## src/rtl/tccs_pkg.sv

```systemverilog
// shared types and constants for the text console cursor and scroll engine
package tccs_pkg;

   localparam int DEFAULT_COLUMNS = 80;
   localparam int DEFAULT_ROWS = 25;

   localparam logic [7:0] BLANK_ATTR_RESET = 8'd7;
   localparam logic [7:0] CH_NEWLINE = 8'd10;
   localparam logic [7:0] CH_RETURN = 8'd13;
   localparam logic [7:0] CH_BACKSPACE = 8'd8;
   localparam logic [7:0] CH_SPACE = 8'd32;

   typedef enum logic [1:0] {
      FUNC_PUT = 2'd0,
      FUNC_SET = 2'd1,
      FUNC_READ = 2'd2,
      FUNC_CLEAR = 2'd3
   } func_type;

   typedef enum logic [2:0] {
      ST_INIT,
      ST_IDLE,
      ST_EXEC,
      ST_CLEAR,
      ST_SCROLL,
      ST_RESP
   } state_type;

   typedef struct packed {
      logic capture;
      logic exec;
      logic sweep;
      logic sweep_scroll;
      logic sweep_init;
      logic load_rsp;
   } cmd_type;

   typedef struct packed {
      func_type func;
      logic needs_scroll;
      logic sweep_last;
      logic wr_pend;
   } status_type;

endpackage

```

## src/rtl/tccs_ctrl.sv

```systemverilog
// command sequencer and response handshake for the console engine
module tccs_ctrl (
   input  logic clock,
   input  logic reset,
   input  logic req_valid,
   output logic req_ready,
   output logic rsp_valid,
   input  logic rsp_ready,
   input  tccs_pkg::status_type status,
   output tccs_pkg::cmd_type cmd
);

   tccs_pkg::state_type state_ff, state_in;
   logic rsp_valid_ff, rsp_valid_in;
   logic out_free;

   assign out_free = !rsp_valid_ff || rsp_ready;
   assign rsp_valid = rsp_valid_ff;
   assign rsp_valid_in = cmd.load_rsp || (rsp_valid_ff && !rsp_ready);

   always_ff @(posedge clock) begin
      if (reset) begin
         state_ff <= tccs_pkg::ST_INIT;
         rsp_valid_ff <= 1'b0;
      end else begin
         state_ff <= state_in;
         rsp_valid_ff <= rsp_valid_in;
      end
   end

   always_comb begin
      cmd = '0;
      state_in = state_ff;
      req_ready = 1'b0;
      unique case (state_ff)
         tccs_pkg::ST_INIT: begin
            cmd.sweep = 1'b1;
            cmd.sweep_init = 1'b1;
            if (status.sweep_last) begin
               state_in = tccs_pkg::ST_IDLE;
            end
         end
         tccs_pkg::ST_IDLE: begin
            req_ready = !status.wr_pend;
            if (req_valid && !status.wr_pend) begin
               cmd.capture = 1'b1;
               state_in = tccs_pkg::ST_EXEC;
            end
         end
         tccs_pkg::ST_EXEC: begin
            priority if (status.func == tccs_pkg::FUNC_CLEAR) begin
               cmd.exec = 1'b1;
               state_in = tccs_pkg::ST_CLEAR;
            end else if (status.needs_scroll) begin
               cmd.exec = 1'b1;
               state_in = tccs_pkg::ST_SCROLL;
            end else if (out_free) begin
               cmd.exec = 1'b1;
               cmd.load_rsp = 1'b1;
               state_in = tccs_pkg::ST_IDLE;
            end
         end
         tccs_pkg::ST_CLEAR: begin
            cmd.sweep = 1'b1;
            if (status.sweep_last) begin
               state_in = tccs_pkg::ST_RESP;
            end
         end
         tccs_pkg::ST_SCROLL: begin
            cmd.sweep = 1'b1;
            cmd.sweep_scroll = 1'b1;
            if (status.sweep_last) begin
               state_in = tccs_pkg::ST_RESP;
            end
         end
         tccs_pkg::ST_RESP: begin
            if (out_free) begin
               cmd.load_rsp = 1'b1;
               state_in = tccs_pkg::ST_IDLE;
            end
         end
         default: begin
            state_in = tccs_pkg::ST_INIT;
         end
      endcase
   end

endmodule

```

## config.mk

```make
export PLATFORM = sky130hd
export DESIGN_NAME = tccs_ctrl
export DESIGN_NICKNAME = d
export VERILOG_FILES = /design/src/rtl/tccs_pkg.sv /design/src/rtl/tccs_ctrl.sv
export SDC_FILE = /design/constraint.sdc
export NUM_CORES = 1
export LEC_CHECK = 0
export ABC_AREA = 1
export BUFFER_PORTS_ARGS = -buffer_cell sky130_fd_sc_hd__buf_2
export CAP_MARGIN = 15
export CELL_PAD_IN_SITES_DETAIL_PLACEMENT = 0
export CELL_PAD_IN_SITES_GLOBAL_PLACEMENT = 1
export CORE_MARGIN = 2
export CORE_UTILIZATION = 28
export DETAILED_ROUTE_END_ITERATION = 8
export PLACE_DENSITY_LB_ADDON = 0.3
export SLEW_MARGIN = 20
export SYNTH_ARGS = -nofsm -noshare
export SYNTH_HDL_FRONTEND = slang
export SYNTH_SLANG_ARGS = --single-unit
```

## constraint.sdc

```tcl
create_clock -name clock -period 1.7 [get_ports clock]
set_input_delay 0.085 -clock clock [delete_from_list [all_inputs] [get_ports clock]]
set_output_delay 0.085 -clock clock [all_outputs]
set_load 0.03 [all_outputs]
```

### After elaboration in Yosys (flattened, before gate mapping)

Cells that the tools add are included.

| word-level totals | value |
|---|---|
| input bits | 9 |
| register bits | 4 |
| logic and storage cells | 42 |
| output and inout port bits | 8 |

| operators by class | value |
|---|---|
| reduce and logical (&&, ||, !) cells | 11 |
| equal/unequal tests | 9 |
| multiplexer cells | 20 |

Operators by type and width:

| cell | count |
|---|---|
| 3-bit two-way mux | 6 |
| 3-bit case mux with 5 select lines | 1 |
| 1-bit two-way mux | 12 |
| 3-bit by 2-bit equality test with 1-bit output (second input constant) | 2 |
| 3-bit equality test (second input constant) | 2 |
| 2-bit != test (second input constant) | 2 |
| 3-bit by 1-bit equality test with 1-bit output (second input constant) | 1 |
| 1-bit zero test | 3 |
| 3-bit zero test | 1 |
| 3-bit AND reduction | 1 |
| 3-bit OR reduction | 1 |
| 2-bit equality test (second input constant) | 1 |
| 1-bit logical AND | 2 |
| 1-bit logical OR | 2 |
| 2-bit by 1-bit != test with 1-bit output (second input constant) | 1 |
| 1-bit case mux with 2 select lines | 1 |
| 2-bit OR reduction | 1 |

### Longest topological paths before layout

| depth | value |
|---|---|
| depth after elaboration | 7 |
| depth in mapped cells | 8 |
| mapped depth without buffers | 8 |

### Least setup slack after synthesis

Ideal clock, no wire load.

| path | value |
|---|---|
| path type | flip-flop to output port |
| start | reg state_ff[2] |
| end | out cmd[0] (netlist bit) |
| slack | 0.356 ns |
| data required time | 1.615 ns |
| arrival | 1.259 ns |
| path buffers | 0 |
| cell stages (with the launch flop) | 8 |
| cells stage by stage | dfxtp_1 inv_1 nand3_1 nor2_1 inv_1 o21ai_2 inv_1 nor2_1 |

RTL lines:

| item | RTL line | RTL |
|---|---|---|
| from (decl) | tccs_ctrl.sv:13 | `tccs_pkg::state_type state_ff, state_in;` |
| from (signal assigned) | tccs_ctrl.sv:23 | `state_ff <= tccs_pkg::ST_INIT;` |
| from (signal assigned) | tccs_ctrl.sv:26 | `state_ff <= state_in;` |
| to (decl) | tccs_ctrl.sv:10 | `output tccs_pkg::cmd_type cmd` |

==> flow_summary_export.csv <==
group,metric,value,unit
place,io_buffers,16,
worst_hold_path,hold_depth,2,
synth,ys_top_cells_by_area,"nand2_1 (23%), dfxtp_1 (22%), inv_1 (16%)",
worst_hold_path,hold_path.class,"in2reg",
synth,synthArstFlopShare,0,
grt,grt_pass1_vias,389,
floorplan,initial_core_util,0.315,
finish,n_fill_cell,144,
clock_tree,cts_num_sinks,4,
route,drt_pass1_iterations,4,
run,drv_cap,0,
power_and_ir_drop,p_per_area,1380,nW/µm²
synth,yosysMostFrequentCell,"nand2_1",
synth,synth_top_area_frac,0.227,
synth,syn-cell-area,364,µm²
power_and_ir_drop,ir_worst_vdd,0.499,mV
finish,num_antenna_cells,0,
floorplan,io_pins,17,
clock_tree,tritoncts,"built",
route,ant_nets,0,
synth,syn-num-nets,77,
setup_path,r2r_slack,600,ps
finish,register_area,80.1,µm²
setup_path,worstReg2RegStart,"state_ff[0]",
sta,skew,2.66,ps
synth,syn_inst,68,
route,viasPerCell,4.50,
place,pre_cts_ws,393,ps
setup_path,crit_end,"cmd[0]",
route,wirelength,856,µm
sta,fin_ws,164,ps
route,drcViolationCount,0,
route,drtIter0Drc,18,
setup_path,cp.required,1620,ps
synth,synth_edf_count,0,
floorplan,row_count,12,
sta,period_share,0.903,
setup_path,endpoint_kind,"primary output",
setup_path,start_kind,"flop",
route,dr_total_vias,454,
grt,grt_pass1_wl,1.47,mm
outcome,outcome,"finished, final reports clean",
grt,grt_usage,0.143,
clock_tree,cts-htree-levels,1,
synth,ys_seq_area_frac,0.220,
power_and_ir_drop,cellLeakagePower,0.310,nW
setup_path,crit_type,"reg2out",
sta,max_freq,651,MHz
synth,ys_types,15,
synth,ys.flop_type,"dfxtp_1",
grt,grt_max_degree,7,
floorplan,die-area,1600,µm²
grt,grt-ovfl-total,0,
finish,multi_input_area,224,µm²
clock_tree,numCtsBuffers,3,
floorplan,core,1160,µm²
sta,max-slew-margin-rel,0.858,
finish,drive_gt1_frac,0.287,
grt,grt_antenna_before_repair,0,
clock_tree,root_buffer,"clkbuf_4",
finish,areaGrowthSynthToFinish,33.7,%
clock_tree,clk_latency,230,ps
synth,yosys_warnings,0,
route,wl_per_cell,8.48,µm
setup_path,startpoint,"state_ff[0]",
clock_tree,clk_pin_slew,40,ps
synth,synth_common_cells,"nand2_1 (22), inv_1 (16), nor2_1 (9), dfxtp_1 (4), nand3_1 (4)",
sta,finalHoldViolations,0,
place,hpwl,721,µm
floorplan,chipWidth,40.1,µm
synth,synth_area_per_cell,5.35,µm²
place,gp_congestion,0.687,
setup_path,arrival,1450,ps
sta,fin_crit,1540,ps
sta,holdWs,51.7,ps
clock_tree,clock_path_buffers,2,
sta,tns,0,ps
clock_tree,cts_hold_buffers,0,
power_and_ir_drop,total_power,0.673,mW
finish,fin_nets,98,
floorplan,die_y,40.1,µm
setup_path,r2r-end,"rsp_valid",
sta,rsz0062_at_grt,"no",
synth,yosys.area.top_type,"nand2_1",
sta,setup_viol,0,
synth,ys_seq_elements,4,
setup_path,path_max_fanout,6,
sta,slew_violations,0,
setup_path,rr_worst_depth,7,
sta,worstMarginPinSlew,212,ps
registers in the layout, summed over array words and instances, names as in the netlist:
register,count
rsp_valid,1
state_ff,3
layout make-up:
cell class | count | share of cell area
well taps | 14 | 0.0360
clock buffers | 3 | 0.0463
inverters | 16 | 0.123
flip-flops and latches | 4 | 0.165
multi-input cells | 48 | 0.460
repair buffers | 16 | 0.170
critical path, cell delays in order (launching register included):
cell	delay, ps
dfxtp_1	350
inv_1	100
nand3_1	110
nor2_1	140
inv_1	60
o21ai_2	120
inv_1	50
nor2_1	80
clkbuf_4	190
cell families (layout without fill, tap and decap cells):
kind of cell	after synthesis	in the layout	share of synthesized area
flip-flops	4	4	0.220
buffers and inverters	16	35	0.165
AO/OA/AOI/OAI	9	9	0.165
AND/OR/NAND/NOR	39	39	0.450
worst min-delay path by stage:
| stage | end | from | slack (ps) |
|---|---|---|---|
| finish | state_ff[1] | reset | 50 |
| floorplan | state_ff[0] | reset | 150 |
| global route | state_ff[1] | reset | 60 |
| global placement | state_ff[2] | reset | 290 |
| detailed placement | state_ff[1] | reset | 300 |
| CTS | state_ff[1] | reset | 40 |
report_power, final:
group	switching [mW]	leakage, nW	internal [mW]
Combinational	0.281	0.264	0.129
Clock	0.0388	0.0138	0.0790
Sequential	0.0294	0.0326	0.116
per-layer routing:
metal	share of wire	GRT usage	wire, µm
met1	0.46	0.171	394
met2	0.47	0.210	404
met3	0.053	0.0333	45
met4	0.012	0.129	10
met5	0	0	0
repair_timing:
action | in CTS | in global routing
gates resized for setup | 0 | 2
buffers inserted | 0 | 0
setup endpoints to repair | 0 | 1
metrics by stage:
step	utilization	cells	area, µm²
2_1_floorplan	-	68	364
3_3_place_gp	0.399	98	462
3_5_place_dp	0.399	98	462
4_1_cts	0.419	101	484
5_1_grt	0.421	101	487
6_report	0.421	101	487
layout by cell type, fill, tap and decap left out, drive strengths merged:
master,Yosys,routed
a31oi,1,1
dfxtp,4,4
nor3,1,1
o21ai,3,3
nand4,1,1
inv,16,16
buf,0,15
o21bai,1,1
a21oi,4,4
clkbuf,0,4
nor2,9,9
nand3,5,5
nand2,23,23
Note: power is estimated with default switching activity, not from simulation.
